===== config.mk =====
export PLATFORM = sky130hd
export DESIGN_NAME = lru_write_back_block_cache_ctrl_unit
export DESIGN_NICKNAME = d
export VERILOG_FILES = /design/src/rtl/lwbc_pkg.sv /design/src/rtl/lwbc_ctrl.sv /design/src/rtl/lwbc_dp.sv /design/src/rtl/lru_write_back_block_cache_ctrl_unit.sv
export VERILOG_INCLUDE_DIRS = /design/src /design/src/rtl
export SDC_FILE = /design/constraint.sdc
export NUM_CORES = 1
export LEC_CHECK = 0
export BUFFER_PORTS_ARGS = -buffer_cell sky130_fd_sc_hd__buf_2
export CORE_UTILIZATION = 52
export DETAILED_ROUTE_END_ITERATION = 8
export HOLD_SLACK_MARGIN = 0.12
export PLACE_DENSITY = 0.8
export SETUP_SLACK_MARGIN = 0.15
export SYNTH_ARGS = -nofsm -noshare
export SYNTH_HDL_FRONTEND = slang
export SYNTH_HIERARCHICAL = 1
export SYNTH_SLANG_ARGS = --single-unit
export TNS_END_PERCENT = 100

===== constraint.sdc =====
create_clock -name i_clk -period 7.15 [get_ports i_clk]
set_input_delay 0.715 -clock i_clk [delete_from_list [all_inputs] [get_ports i_clk]]
set_output_delay 0.715 -clock i_clk [all_outputs]
set_load 0.05 [all_outputs]

===== src/rtl/lru_write_back_block_cache_ctrl_unit_defines.svh =====
// assertion helpers shared by the cache controller modules
`ifndef LRU_WRITE_BACK_BLOCK_CACHE_CTRL_UNIT_DEFINES_SVH
`define LRU_WRITE_BACK_BLOCK_CACHE_CTRL_UNIT_DEFINES_SVH

// same-cycle implication
`define LWBC_ASSERT_IMP(lbl, clk, rst_n, ante, cons, msg) \
    lbl: assert property (@(posedge clk) disable iff (!rst_n) (ante) |-> (cons)) \
        else $error(msg);

// next-cycle implication
`define LWBC_ASSERT_NXT(lbl, clk, rst_n, ante, cons, msg) \
    lbl: assert property (@(posedge clk) disable iff (!rst_n) (ante) |=> (cons)) \
        else $error(msg);

`endif


===== src/rtl/lwbc_pkg.sv =====
package lwbc_pkg;

    localparam int SLOTS_DEF  = 16;
    localparam int SLOT_OUT_W = 4;
    localparam int BLK_W      = 32;
    localparam int OFF_W      = 16;
    localparam int LEN_W      = 17;
    localparam int BS_W       = 17;

    localparam logic [BS_W-1:0] BLOCK_SIZE_RST = 17'd512;

    typedef enum logic [1:0] {
        OP_READ  = 2'd0,
        OP_WRITE = 2'd1,
        OP_WIPE  = 2'd2,
        OP_FLUSH = 2'd3
    } t_op;

    typedef struct packed {
        logic load_req;
        logic scan_start;
        logic scan_issue;
        logic flush_read;
        logic flush_skip;
        logic flush_emit;
        logic commit;
    } t_dp_cmd;

    typedef struct packed {
        logic in_flush;
        logic idx_end;
        logic idx_last;
        logic slot_vd;
        logic out_free;
    } t_dp_sts;

endpackage


===== src/rtl/lwbc_ctrl.sv =====
`include "lru_write_back_block_cache_ctrl_unit_defines.svh"

module lwbc_ctrl (
    input  logic              i_clk,
    input  logic              i_rst_n,
    input  logic              i_in_valid,
    output logic              o_in_stall,
    input  lwbc_pkg::t_dp_sts i_sts,
    output lwbc_pkg::t_dp_cmd o_cmd
);

    typedef enum logic [2:0] {
        ST_IDLE,
        ST_L_SCAN,
        ST_L_DRAIN,
        ST_L_COMMIT,
        ST_F_SCAN,
        ST_F_READ
    } t_state;

    t_state r_state;
    t_state n_state;

    always_comb begin
        n_state = r_state;
        o_cmd   = '0;
        unique case (r_state)
            ST_IDLE: begin
                if (i_in_valid) begin
                    o_cmd.load_req   = 1'b1;
                    o_cmd.scan_start = 1'b1;
                    n_state = i_sts.in_flush ? ST_F_SCAN : ST_L_SCAN;
                end
            end
            ST_L_SCAN: begin
                o_cmd.scan_issue = 1'b1;
                if (i_sts.idx_last) begin
                    n_state = ST_L_DRAIN;
                end
            end
            ST_L_DRAIN: begin
                // last tag compare lands this cycle
                n_state = ST_L_COMMIT;
            end
            ST_L_COMMIT: begin
                if (i_sts.out_free) begin
                    o_cmd.commit = 1'b1;
                    n_state = ST_IDLE;
                end
            end
            ST_F_SCAN: begin
                if (i_sts.idx_end) begin
                    n_state = ST_IDLE;
                end else if (i_sts.slot_vd) begin
                    o_cmd.flush_read = 1'b1;
                    n_state = ST_F_READ;
                end else begin
                    o_cmd.flush_skip = 1'b1;
                end
            end
            ST_F_READ: begin
                if (i_sts.out_free) begin
                    o_cmd.flush_emit = 1'b1;
                    n_state = ST_F_SCAN;
                end
            end
            default: begin
                n_state = ST_IDLE;
            end
        endcase
    end

    always_ff @(posedge i_clk) begin
        if (!i_rst_n) begin
            r_state <= ST_IDLE;
        end else begin
            r_state <= n_state;
        end
    end

    assign o_in_stall = (r_state != ST_IDLE);

    `LWBC_ASSERT_IMP(a_no_issue_past_end, i_clk, i_rst_n, i_sts.idx_end, !o_cmd.scan_issue && !o_cmd.flush_read, "slot read issued past the last slot")

endmodule


===== src/rtl/lwbc_dp.sv =====
`include "lru_write_back_block_cache_ctrl_unit_defines.svh"

module lwbc_dp #(
    parameter int SLOTS = lwbc_pkg::SLOTS_DEF
) (
    input  logic                            i_clk,
    input  logic                            i_rst_n,
    input  logic                            i_cfg_we,
    input  logic [lwbc_pkg::BS_W-1:0]       i_cfg_wdata,
    input  logic [1:0]                      i_operation,
    input  logic [lwbc_pkg::BLK_W-1:0]      i_block_number,
    input  logic [lwbc_pkg::OFF_W-1:0]      i_offset,
    input  logic [lwbc_pkg::LEN_W-1:0]      i_length,
    output logic                            o_out_valid,
    input  logic                            i_out_stall,
    output logic                            o_status,
    output logic                            o_hit,
    output logic [lwbc_pkg::SLOT_OUT_W-1:0] o_slot,
    output logic                            o_writeback_needed,
    output logic [lwbc_pkg::BLK_W-1:0]      o_writeback_block,
    output logic                            o_fetch_needed,
    output logic                            o_clear_slot,
    output logic                            o_last,
    input  lwbc_pkg::t_dp_cmd               i_cmd,
    output lwbc_pkg::t_dp_sts               o_sts
);

    localparam int SLOT_W = $clog2(SLOTS);
    localparam int IDX_W  = $clog2(SLOTS + 1);
    localparam int SUM_W  = lwbc_pkg::LEN_W + 1;
    localparam logic [SLOT_W-1:0] AGE_MAX = SLOT_W'(SLOTS - 1);

    // configuration and request
    logic [lwbc_pkg::BS_W-1:0]  r_block_size;
    lwbc_pkg::t_op              r_op;
    logic [lwbc_pkg::BLK_W-1:0] r_blk;
    logic [lwbc_pkg::OFF_W-1:0] r_off;
    logic [lwbc_pkg::LEN_W-1:0] r_len;

    // slot state
    logic [lwbc_pkg::BLK_W-1:0] r_tag_mem [SLOTS];
    logic [lwbc_pkg::BLK_W-1:0] r_rd_data;
    logic [SLOTS-1:0]           r_valid;
    logic [SLOTS-1:0]           r_dirty;
    logic [SLOT_W-1:0]          r_age [SLOTS];

    // scan pointer and compare stage
    logic [IDX_W-1:0]  r_idx;
    logic              r_cmp_vld;
    logic [SLOT_W-1:0] r_cmp_idx;

    // search results
    logic                       r_found;
    logic [SLOT_W-1:0]          r_hit_slot;
    logic [SLOT_W-1:0]          r_hit_age;
    logic                       r_free_found;
    logic [SLOT_W-1:0]          r_free_slot;
    logic                       r_old_any;
    logic [SLOT_W-1:0]          r_old_slot;
    logic [SLOT_W-1:0]          r_old_age;
    logic                       r_old_dirty;
    logic [lwbc_pkg::BLK_W-1:0] r_old_tag;

    // output register
    logic                            r_out_vld;
    logic                            r_out_status;
    logic                            r_out_hit;
    logic [lwbc_pkg::SLOT_OUT_W-1:0] r_out_slot;
    logic                            r_out_wb;
    logic [lwbc_pkg::BLK_W-1:0]      r_out_wb_block;
    logic                            r_out_fetch;
    logic                            r_out_clear;
    logic                            r_out_last;

    logic [SLOT_W-1:0]     idx_slot;
    logic                  idx_end;
    logic                  out_free;
    logic                  cmp_valid;
    logic [SLOT_W-1:0]     cmp_age;
    logic                  cmp_dirty;
    logic [SLOT_W-1:0]     sel_slot;
    logic [SLOT_W-1:0]     sel_age;
    logic                  bump_all;
    logic [SUM_W-1:0]      acc_end;
    logic                  oob;
    logic                  set_dirty;
    logic                  evict_wb;
    logic                  mem_re;
    logic                  mem_we;
    logic [SLOTS-1:0]      idx_onehot;
    logic                  flush_last;
    logic [SLOT_W+3:0]     sel_ext;
    logic [SLOT_W+3:0]     idx_ext;

    assign idx_slot = r_idx[SLOT_W-1:0];
    assign idx_end  = (r_idx == IDX_W'(SLOTS));
    assign out_free = !r_out_vld || !i_out_stall;

    assign o_sts.in_flush = (i_operation == lwbc_pkg::OP_FLUSH);
    assign o_sts.idx_end  = idx_end;
    assign o_sts.idx_last = (r_idx == IDX_W'(SLOTS - 1));
    assign o_sts.slot_vd  = !idx_end && r_valid[idx_slot] && r_dirty[idx_slot];
    assign o_sts.out_free = out_free;

    assign cmp_valid = r_valid[r_cmp_idx];
    assign cmp_age   = r_age[r_cmp_idx];
    assign cmp_dirty = r_dirty[r_cmp_idx];

    always_comb begin
        // hit first, then the lowest free slot, else evict the oldest
        if (r_found) begin
            sel_slot = r_hit_slot;
        end else if (r_free_found) begin
            sel_slot = r_free_slot;
        end else begin
            sel_slot = r_old_slot;
        end
        sel_age  = r_found ? r_hit_age : r_old_age;
        bump_all = !r_found && r_free_found;
        evict_wb = !r_found && !r_free_found && r_old_dirty;

        // a wipe covers the whole block and never runs past the end
        acc_end   = SUM_W'(r_off) + SUM_W'(r_len);
        oob       = (r_op != lwbc_pkg::OP_WIPE) && (acc_end > SUM_W'(r_block_size));
        set_dirty = !oob && (r_op != lwbc_pkg::OP_READ);

        idx_onehot           = '0;
        idx_onehot[idx_slot] = 1'b1;
        flush_last = ((r_valid & r_dirty & ~idx_onehot) == '0);

        sel_ext = {4'b0000, sel_slot};
        idx_ext = {4'b0000, idx_slot};
    end

    assign mem_re = i_cmd.scan_issue || i_cmd.flush_read;
    assign mem_we = i_cmd.commit && !r_found;

    always_ff @(posedge i_clk) begin
        if (mem_we) begin
            r_tag_mem[sel_slot] <= r_blk;
        end
        if (mem_re) begin
            r_rd_data <= r_tag_mem[idx_slot];
        end
    end

    always_ff @(posedge i_clk) begin
        if (i_cmd.load_req) begin
            r_op  <= lwbc_pkg::t_op'(i_operation);
            r_blk <= i_block_number;
            r_off <= i_offset;
            r_len <= i_length;
        end
    end

    always_ff @(posedge i_clk) begin
        if (!i_rst_n) begin
            r_block_size <= lwbc_pkg::BLOCK_SIZE_RST;
            r_valid      <= '0;
            r_dirty      <= '0;
            for (int i = 0; i < SLOTS; i++) begin
                r_age[i] <= '0;
            end
        end else begin
            if (i_cfg_we) begin
                r_block_size <= i_cfg_wdata;
            end
            if (i_cmd.commit) begin
                for (int i = 0; i < SLOTS; i++) begin
                    if (SLOT_W'(i) == sel_slot) begin
                        r_age[i] <= '0;
                    end else if (r_valid[i] &&
                                 (bump_all ? (r_age[i] < AGE_MAX) : (r_age[i] < sel_age))) begin
                        r_age[i] <= r_age[i] + SLOT_W'(1);
                    end
                end
                r_valid[sel_slot] <= 1'b1;
                if (!r_found || set_dirty) begin
                    r_dirty[sel_slot] <= set_dirty;
                end
            end
            if (i_cmd.flush_emit) begin
                r_dirty[idx_slot] <= 1'b0;
            end
        end
    end

    always_ff @(posedge i_clk) begin
        if (!i_rst_n) begin
            r_idx        <= '0;
            r_cmp_vld    <= 1'b0;
            r_found      <= 1'b0;
            r_free_found <= 1'b0;
            r_old_any    <= 1'b0;
        end else begin
            if (i_cmd.scan_start) begin
                r_idx <= '0;
            end else if (i_cmd.scan_issue || i_cmd.flush_skip || i_cmd.flush_emit) begin
                r_idx <= r_idx + IDX_W'(1);
            end
            r_cmp_vld <= i_cmd.scan_issue;
            if (i_cmd.scan_issue) begin
                r_cmp_idx <= idx_slot;
            end

            if (i_cmd.scan_start) begin
                r_found      <= 1'b0;
                r_free_found <= 1'b0;
                r_old_any    <= 1'b0;
            end else if (r_cmp_vld) begin
                if (cmp_valid && (r_rd_data == r_blk) && !r_found) begin
                    r_found    <= 1'b1;
                    r_hit_slot <= r_cmp_idx;
                    r_hit_age  <= cmp_age;
                end
                if (!cmp_valid && !r_free_found) begin
                    r_free_found <= 1'b1;
                    r_free_slot  <= r_cmp_idx;
                end
                if (cmp_valid && (!r_old_any || (cmp_age > r_old_age))) begin
                    r_old_any   <= 1'b1;
                    r_old_slot  <= r_cmp_idx;
                    r_old_age   <= cmp_age;
                    r_old_dirty <= cmp_dirty;
                    r_old_tag   <= r_rd_data;
                end
            end
        end
    end

    always_ff @(posedge i_clk) begin
        if (!i_rst_n) begin
            r_out_vld <= 1'b0;
        end else if (i_cmd.commit || i_cmd.flush_emit) begin
            r_out_vld <= 1'b1;
        end else if (!i_out_stall) begin
            r_out_vld <= 1'b0;
        end
    end

    always_ff @(posedge i_clk) begin
        if (i_cmd.commit) begin
            r_out_status   <= oob;
            r_out_hit      <= r_found;
            r_out_slot     <= sel_ext[lwbc_pkg::SLOT_OUT_W-1:0];
            r_out_wb       <= evict_wb;
            r_out_wb_block <= evict_wb ? r_old_tag : '0;
            r_out_fetch    <= !r_found;
            r_out_clear    <= (r_op == lwbc_pkg::OP_WIPE) && !oob;
            r_out_last     <= 1'b1;
        end else if (i_cmd.flush_emit) begin
            r_out_status   <= 1'b0;
            r_out_hit      <= 1'b0;
            r_out_slot     <= idx_ext[lwbc_pkg::SLOT_OUT_W-1:0];
            r_out_wb       <= 1'b1;
            r_out_wb_block <= r_rd_data;
            r_out_fetch    <= 1'b0;
            r_out_clear    <= 1'b0;
            r_out_last     <= flush_last;
        end
    end

    assign o_out_valid        = r_out_vld;
    assign o_status           = r_out_status;
    assign o_hit              = r_out_hit;
    assign o_slot             = r_out_slot;
    assign o_writeback_needed = r_out_wb;
    assign o_writeback_block  = r_out_wb_block;
    assign o_fetch_needed     = r_out_fetch;
    assign o_clear_slot       = r_out_clear;
    assign o_last             = r_out_last;

    `LWBC_ASSERT_IMP(a_load_needs_room, i_clk, i_rst_n, i_cmd.commit || i_cmd.flush_emit, out_free, "result loaded over an untaken one")
    `LWBC_ASSERT_IMP(a_evict_only_full, i_clk, i_rst_n, i_cmd.commit && !r_found && !r_free_found, &r_valid, "eviction while a slot is free")
    `LWBC_ASSERT_NXT(a_commit_newest, i_clk, i_rst_n, i_cmd.commit, r_valid[$past(sel_slot)] && (r_age[$past(sel_slot)] == '0), "chosen slot not valid and newest")
    `LWBC_ASSERT_NXT(a_flush_cleans, i_clk, i_rst_n, i_cmd.flush_emit, !r_dirty[$past(idx_slot)], "flushed slot still dirty")

endmodule


===== src/rtl/lru_write_back_block_cache_ctrl_unit.sv =====
// tag and lru replacement controller for a write-back cache of disk blocks
// input channel: i_in_valid / o_in_stall carry one request (read, write,
//   wipe or flush); a transfer happens when valid is high and stall is low
// output channel: o_out_valid / i_out_stall carry result items from an
//   output register; a read, write or wipe gives one result with o_last set,
//   a flush gives one write-back result per dirty slot (none if all clean)
// config: i_cfg_we writes i_cfg_wdata into the block size; the user must do
//   this only while idle, as the block itself does not enforce it
// lookup: the tag memory is read one slot per cycle, then the last compare
//   drains and the result enters the output register once it is free
// flush: walks all slots, emitting each dirty one once the output is free
// one request is in work at a time; the next transfer is taken once the
//   controller is idle, even if the receiver has not yet taken the result
// a stalled receiver holds the output register; the controller waits before
//   loading the next result, so nothing is dropped
// reset (synchronous, active low) marks every slot empty and clean, sets the
//   block size to 512 and empties the output register; no clearing pass
module lru_write_back_block_cache_ctrl_unit #(
    parameter int SLOTS = lwbc_pkg::SLOTS_DEF
) (
    input  logic                            i_clk,
    input  logic                            i_rst_n,
    input  logic                            i_cfg_we,
    input  logic [lwbc_pkg::BS_W-1:0]       i_cfg_wdata,
    input  logic                            i_in_valid,
    output logic                            o_in_stall,
    input  logic [1:0]                      i_operation,
    input  logic [lwbc_pkg::BLK_W-1:0]      i_block_number,
    input  logic [lwbc_pkg::OFF_W-1:0]      i_offset,
    input  logic [lwbc_pkg::LEN_W-1:0]      i_length,
    output logic                            o_out_valid,
    input  logic                            i_out_stall,
    output logic                            o_status,
    output logic                            o_hit,
    output logic [lwbc_pkg::SLOT_OUT_W-1:0] o_slot,
    output logic                            o_writeback_needed,
    output logic [lwbc_pkg::BLK_W-1:0]      o_writeback_block,
    output logic                            o_fetch_needed,
    output logic                            o_clear_slot,
    output logic                            o_last
);

    lwbc_pkg::t_dp_cmd dp_cmd;
    lwbc_pkg::t_dp_sts dp_sts;

    lwbc_ctrl u_ctrl (
        .i_clk      (i_clk),
        .i_rst_n    (i_rst_n),
        .i_in_valid (i_in_valid),
        .o_in_stall (o_in_stall),
        .i_sts      (dp_sts),
        .o_cmd      (dp_cmd)
    );

    lwbc_dp #(
        .SLOTS (SLOTS)
    ) u_dp (
        .i_clk              (i_clk),
        .i_rst_n            (i_rst_n),
        .i_cfg_we           (i_cfg_we),
        .i_cfg_wdata        (i_cfg_wdata),
        .i_operation        (i_operation),
        .i_block_number     (i_block_number),
        .i_offset           (i_offset),
        .i_length           (i_length),
        .o_out_valid        (o_out_valid),
        .i_out_stall        (i_out_stall),
        .o_status           (o_status),
        .o_hit              (o_hit),
        .o_slot             (o_slot),
        .o_writeback_needed (o_writeback_needed),
        .o_writeback_block  (o_writeback_block),
        .o_fetch_needed     (o_fetch_needed),
        .o_clear_slot       (o_clear_slot),
        .o_last             (o_last),
        .i_cmd              (dp_cmd),
        .o_sts              (dp_sts)
    );

endmodule

==> out/summary.txt, run 1 <==
Total number of vias -> 20.8k
Post-synthesis mux area share -> 0.130
Primary FF master, synth -> edfxtp_1
CP required -> 7.67 ns
Net switching power -> 3.75 mW
Fin nets -> 2461
WP data arrival -> 5.12 ns
Clk pin slew, worst setup/hold paths -> 0.06 ns
Pre-Repair DR Iteration Count -> 6
Biggest area consumer among synthesized cells -> edfxtp_1
ANT nets after route -> 0
# IOs -> 133
Worst slew pin tran -> 1.21 ns
DIE AREA -> 70200 um2
Final Skew -> 0.0440 ns
Hold-fix buffers, CTS -> 0
Clock root buffer -> clkbuf_16
Tmin final -> 4.59 ns
RSZ-0062 raised after global routing -> false
Adder-Cell Fraction of Synth Area -> 0.0375
Worst IR Drop VDD -> 0.000239 V
Vias in the first global route -> 21.1k
Crit path to -> u_dp/r_dirty[9]
Hold Vio Cnt, Final -> 0
Simple-gate portion of the synthesized area -> 0.0592
Mapped Nets -> 2303
Lkg Pwr -> 13.4 nW
Most frequent cells after synthesis -> 773 x edfxtp_1, 190 x mux4_2, 132 x nor2_1
Critical Path End Type -> flop
Fin area -> 40400 um2
EDFF count, synth -> 773
Final Cycle Share -> 0.643
TritonCTS clock tree -> yes
Compound-Gate Fraction of Synth Area -> 0.0524
TNS Setup -> 0 ns
Hold_ws -> 0.228 ns
CTS buffer count -> 84
DRC violations left -> 0
P per Cell Area -> 325 nW/um2
Synthesized area -> 35900 um2
Clock power share -> 0.335
Post-CTS setup buffers -> 0
Placement Setup Slack -> 2.69 ns
Grt peak-use layer -> met2
Reg2reg start -> u_dp/r_len[0]
Final Max Slew Viols -> 0
Crit. Startpoint -> u_dp/r_len[0]
Row cnt -> 96
Layout area overhead -> 12.6%
Worst-Skew Late Latency -> 0.66 ns
Pint -> 9.40 mW
Total track usage -> 0.263
Status -> complete, no violations
Initial Util -> 0.525
Fill cell count -> 4868
Syn avg cell area -> 17.1 um2
Resize count post-CTS -> 0
Largest net degree at the start of global routing -> 68
Yosys warning count -> 6
Port bufs -> 132
Crit Path Class -> flop to flop
Comb power frac -> 0.181
Vias/cell -> 6.44
Layout cells sized above 1 -> 0.227
CP Max Fanout -> 11
Max-cap viol count -> 0
Final Wtd Congestion -> 0.949
Initial drt markers -> 2449
Fmax -> 218 MHz
Power Total -> 13.2 mW
Clock tree buffer depth -> 3
GR Layer Usage met1 -> 0.348
Hold crit path type -> primary input to flop
Grt total ovfl -> 0
Final setup fails -> 0
Largest family of logic cells by synthesized area -> multiplexers
Routed length per instance -> 28.3 um
Vert. Die Dim -> 265 um
Initial antenna violation count -> 9
Dpl cell area -> 37700 um2
Sequential power share -> 0.484
Synth area leaders -> edfxtp_1 65%, mux4_2 12%, dfxtp_1 3.7%
Worst R2R End -> u_dp/r_dirty[9]
First-pass GRT wire length -> 135000 um
Switch share -> 0.285
Met2 Usage GRT -> 0.429
Worst Hold Depth -> 1
Sequential share of the synthesized area -> 0.683
Synth Area in XOR/XNOR -> 0.0197
Post-synth top area share -> 0.646
Detailed Place HPWL -> 51900 um
GR Util met3 -> 0.0513
Worst setup margin -> 2.56 ns
H-tree levels -> 3
Slew headroom -> 0.193
R2r setup slk -> 2.56 ns
Cell depth of the worst flop-to-flop path -> 15
Width of the die -> 265 um
Total Wirelength -> 91300 um
TritonCTS Sinks -> 840
Post-synthesis register bit count -> 840
Most common cell in the netlist -> edfxtp_1
Cells after Synth -> 2107
Ys async rst share -> 0
Hold_sp -> i_block_number[8]
Core area -> 68500 um2
Synth unique cells -> 81
Crit path launch type -> flop
metrics by stage:
stage / utilization / instances
floorplan: - / 2107
finish: 0.591 / 3225
global route: 0.591 / 3224
global placement: 0.550 / 3061
detailed placement: 0.550 / 3061
CTS: 0.590 / 3217
worst min-delay path by stage:
stage                    endpoint  slack (ns)
2_1_floorplan      u_dp/r_old_any        0.44
3_3_place_gp   u_dp/r_old_tag[20]        0.48
3_5_place_dp   u_dp/r_old_tag[22]        0.50
4_1_cts            u_dp/r_blk[16]        0.19
5_1_grt            u_dp/r_blk[16]        0.20
6_report            u_dp/r_blk[8]        0.23
power groups by stage:
stage / sequential [mW] / clock [mW] / combinational (mW)
2_1_floorplan: 6.35 / 0 / 1.68
3_3_place_gp: 6.41 / 0 / 2.28
3_5_place_dp: 6.46 / 0 / 2.33
4_1_cts: 6.36 / 4.47 / 2.37
5_1_grt: 6.41 / 4.66 / 2.55
6_report: 6.37 / 4.41 / 2.38
critical path, cell delays in order (launching register included):
cell and delay [ns]:
edfxtp_1 0.39, ha_1 0.25, fa_1 0.44, a211oi_1 0.34, o21ai_0 0.15, a21o_1 0.21, a41oi_1 0.30, nor2b_1 0.20
xnor2_1 0.13, ha_1 0.27, a21oi_1 0.14, a21oi_1 0.08, a2111oi_0 0.39, a31o_2 0.29, nand3_1 0.45, o41ai_1 0.45
state kept, by name (all words and copies together) (netlist names), 5 cells and up, named ones only:
| name | flops |
|---|---|
| u_dp/r_idx | 5 |
| u_dp/r_dirty | 16 |
| u_dp/r_off | 16 |
| u_dp/r_blk | 32 |
| u_dp/r_rd_data | 32 |
| u_dp/o_writeback_block | 32 |
| u_dp/r_age | 64 |
| u_dp/r_tag_mem | 512 |
| u_dp/r_valid | 16 |
| u_dp/r_block_size | 17 |
| u_dp/r_len | 17 |
| u_dp/r_old_tag | 32 |
placed cells by master (no fill, tap or decap), drive strengths merged, types with 12 or more instances in the layout:
cell    instances
a21oi          67
a22o           32
a31oi          14
buf           165
clkbuf        113
clkinv         33
dfxtp          67
edfxtp        773
ha            106
inv            62
mux2i          29
mux4          190
nand2          87
nand2b         19
nand3          53
nand3b         18
nand4          21
nor2          133
nor2b          31
nor3           12
nor4           12
o21a           15
o21ai          71
o221ai         13
xnor2          37
xor2           44
layer usage:
| metal | vias up | part of all wire | wire length (um) |
|---|---|---|---|
| met3 | 213 | 0.096 | 8810 |
| met2 | 1254 | 0.48 | 44200 |
| li1 | 8719 | - | - |
| met4 | 4 | 0.039 | 3590 |
| met5 | - | 0.00018 | 16 |
| met1 | 10600 | 0.38 | 34700 |
area by class of cell:
type                       instances  area [um2]  area share
multi-input combinational       1114       10900       0.268
timing repair buffer             165         908      0.0225
sequential                       840       24600       0.607
tap                              882        1100      0.0273
inverter                          60         225     0.00557
antenna                            8        20.0    0.000495
clock inverter                    43         533      0.0132
clock buffer                     113        2230      0.0552
logic make-up (layout without fill, tap and decap cells):
kind of cell,count (synthesis),after routing
AO/OA/AOI/OAI,276,276
XOR/XNOR,81,81
adder cells (fa/ha/maj),107,107
buffers and inverters,153,381
flip-flops,840,840
multiplexers,226,226
other,0,8
AND/OR/NAND/NOR,424,424
Power figures use the tool's default switching activity.
==> run 2, diff against run 1 <==
--- a/config.mk
+++ b/config.mk
@@ -10,7 +10,7 @@
 export CORE_UTILIZATION = 52
 export DETAILED_ROUTE_END_ITERATION = 8
 export HOLD_SLACK_MARGIN = 0.12
-export PLACE_DENSITY = 0.8
+export PLACE_DENSITY = 0.82
 export SETUP_SLACK_MARGIN = 0.15
 export SYNTH_ARGS = -nofsm -noshare
 export SYNTH_HDL_FRONTEND = slang
==> constraint.sdc (replaced) <==
create_clock -name i_clk -period 4.2 [get_ports i_clk]
set_input_delay 0.42 -clock i_clk [delete_from_list [all_inputs] [get_ports i_clk]]
set_output_delay 0.42 -clock i_clk [all_outputs]
set_load 0.05 [all_outputs]
==> out/summary.txt, run 2 (same netlist as run 1, synthesis figures left out) <==
Clock root buffer -> clkbuf_16
Port bufs -> 132
Total number of vias -> 22.0k
Top Registers -> u_dp/r_tag_mem (512), u_dp/r_age (64)
Most common cell on crit path -> o211ai_1
Initial drt markers -> 3098
TritonCTS clock tree -> yes
Placement Setup Slack -> 0.0372 ns
Status -> complete, no violations
Wire length on met3 -> 10100 um
Post-route met1 wirelength -> 35100 um
WP data arrival -> 4.42 ns
Post-placement cell count -> 3090
Hold Vio Cnt, Final -> 0
Lkg Pwr -> 14.0 nW
Wire length on met2 -> 49900 um
H-tree levels -> 3
Final Cycle Share -> 0.929
Most frequent cells in the layout -> 773 x edfxtp_1, 190 x mux4_2, 132 x buf_2
# IOs -> 133
Total track usage -> 0.287
CP peak stage delay -> 0.41 ns
Vert. Die Dim -> 265 um
Core area -> 68500 um2
Final Util -> 0.611
Layout cells sized above 1 -> 0.237
Layout area overhead -> 16.4%
Dpl cell area -> 38000 um2
Width of the die -> 265 um
Clk pin slew, worst setup/hold paths -> 0.06 ns
DIE AREA -> 70200 um2
Routed length per instance -> 30.0 um
Comb power frac -> 0.189
P per Cell Area -> 552 nW/um2
Tmin final -> 3.90 ns
Detailed Place HPWL -> 54400 um
First-pass GRT wire length -> 146000 um
Fin nets -> 2576
Worst setup margin -> 0.299 ns
Final Max Slew Viols -> 0
Max-cap viol count -> 0
Final setup fails -> 0
Pint -> 16.5 mW
Worst IR Drop VDD -> 0.000468 V
DRC violations left -> 0
Vias in the first global route -> 22.3k
Hold_sp -> i_cfg_wdata[7]
Vias/cell -> 6.61
Fill cell count -> 4655
Sequential power share -> 0.469
TNS Setup -> 0 ns
Initial antenna violation count -> 4
Clock power share -> 0.342
CP Max Fanout -> 5
ANT nets after route -> 0
Critical Path End Type -> flop
Crit path launch type -> flop
CP required -> 4.72 ns
Clock tree buffer depth -> 3
Crit Path Class -> flop to flop
Crit. Startpoint -> u_dp/r_off[2]
Slew headroom -> 0.228
Pre-Repair DR Iteration Count -> 6
Crit-path cells -> ha_1 > o211ai_1 > o211ai_1 > a41o_1 > nor2_1 > o211ai_1 > xnor2_1 > ha_1 > nand3_1 > nor4_2 > o31ai_1 > a31o_2 > nand4_1 > buf_4 > o22ai_1
Fin area -> 41800 um2
Worst-Skew Late Latency -> 0.66 ns
Commonest non-fill, non-tap cell in the layout -> edfxtp_1
Layout Cells excl Fill -> 3332
Fmax -> 256 MHz
Final Wtd Congestion -> 0.959
Net switching power -> 6.54 mW
Grt total ovfl -> 0
Hold crit path type -> primary input to flop
Top Metal Used -> met5
Biggest register -> u_dp/r_tag_mem
CTS buffer count -> 84
TritonCTS Sinks -> 840
Initial Util -> 0.525
Max reg flops -> 512
Total Wirelength -> 100000 um
Final Skew -> 0.0463 ns
Reg2reg start -> u_dp/r_off[2]
Row cnt -> 96
Switch share -> 0.284
Largest net degree at the start of global routing -> 81
Cell type of the slowest stage on the worst timing path -> ha_1
Worst slew pin tran -> 1.16 ns
RSZ-0062 raised after global routing -> false
==> run 2: cell types whose count changed in the layout (fill, tap and decap cells not counted), moves of 3 or more <==
cell and change:
buf_12 +12, buf_4 +20, bufinv_16 +6, clkbuf_1 -6, clkinv_1 -3, clkinv_16 -3, diode_2 -6, dlygate4sd3_1 +83
==> run 2: per-layer routing <==
metal	track usage	vias to the layer above
met5	0	-
met4	0.142	4
met3	0.0491	330
met2	0.484	1685
met1	0.359	11100
li1	-	8936
==> run 2: worst paths after layout <==
check | to | slack (ns) | depth (start not counted)
max | u_dp/r_dirty[15] | 0.30 | 15
min | u_dp/r_block_size[7] | 0.21 | 3
max reg2reg | u_dp/r_dirty[15] | 0.30 | 15
min reg2reg | u_dp/r_valid[2] | 0.49 | 2
==> run 2: power by group through the flow <==
| stage | combinational [mW] | sequential [mW] | clock [mW] |
|---|---|---|---|
| 3_3_place_gp | 3.94 | 10.9 | 0 |
| 3_5_place_dp | 4.05 | 10.9 | 0 |
| 4_1_cts | 4.26 | 10.8 | 7.93 |
| 5_1_grt | 4.61 | 10.9 | 8.25 |
| 2_1_floorplan | 2.86 | 10.8 | 0 |
| 6_report | 4.36 | 10.8 | 7.90 |
==> run 2: what timing repair did <==
| item | CTS | global route |
|---|---|---|
| setup endpoints to repair | 14 | 17 |
| buffers inserted | 2 | 1 |
| resized for setup | 3 | 7 |
| pin swaps | 2 | 4 |
| hold buffers | 83 | 0 |
| endpoints found under the hold margin | 83 | 0 |
==> run 2: critical path: cells and delay by family, from the launching register on <==
| kind | cells | cell delay (ns) |
|---|---|---|
| compound gates | 7 | 1.38 |
| simple gates | 4 | 0.95 |
| fa+ha+maj | 2 | 0.73 |
| flops | 1 | 0.40 |
| xor+xnor | 1 | 0.17 |
| buf+inv | 1 | 0.17 |
==> run 2: layout make-up <==
type | count | area, um2 | area share
Tap cell | 882 | 1100 | 0.0264
Timing Repair Buffer | 280 | 2130 | 0.0509
Sequential cell | 840 | 24600 | 0.587
Clock buffer | 108 | 2230 | 0.0534
Multi-Input combinational cell | 1114 | 10900 | 0.261
Clock inverter | 46 | 637 | 0.0152
Inverter | 60 | 225 | 0.00539
Antenna cell | 2 | 5.00 | 0.000120
==> run 2: metrics by stage <==
step	power [mW]	hold WS, ns
detailed placement	15.0	0.477
CTS	23.0	0.148
global route	23.7	0.200
finish	23.1	0.208
global placement	14.8	0.471
floorplan	13.7	0.444
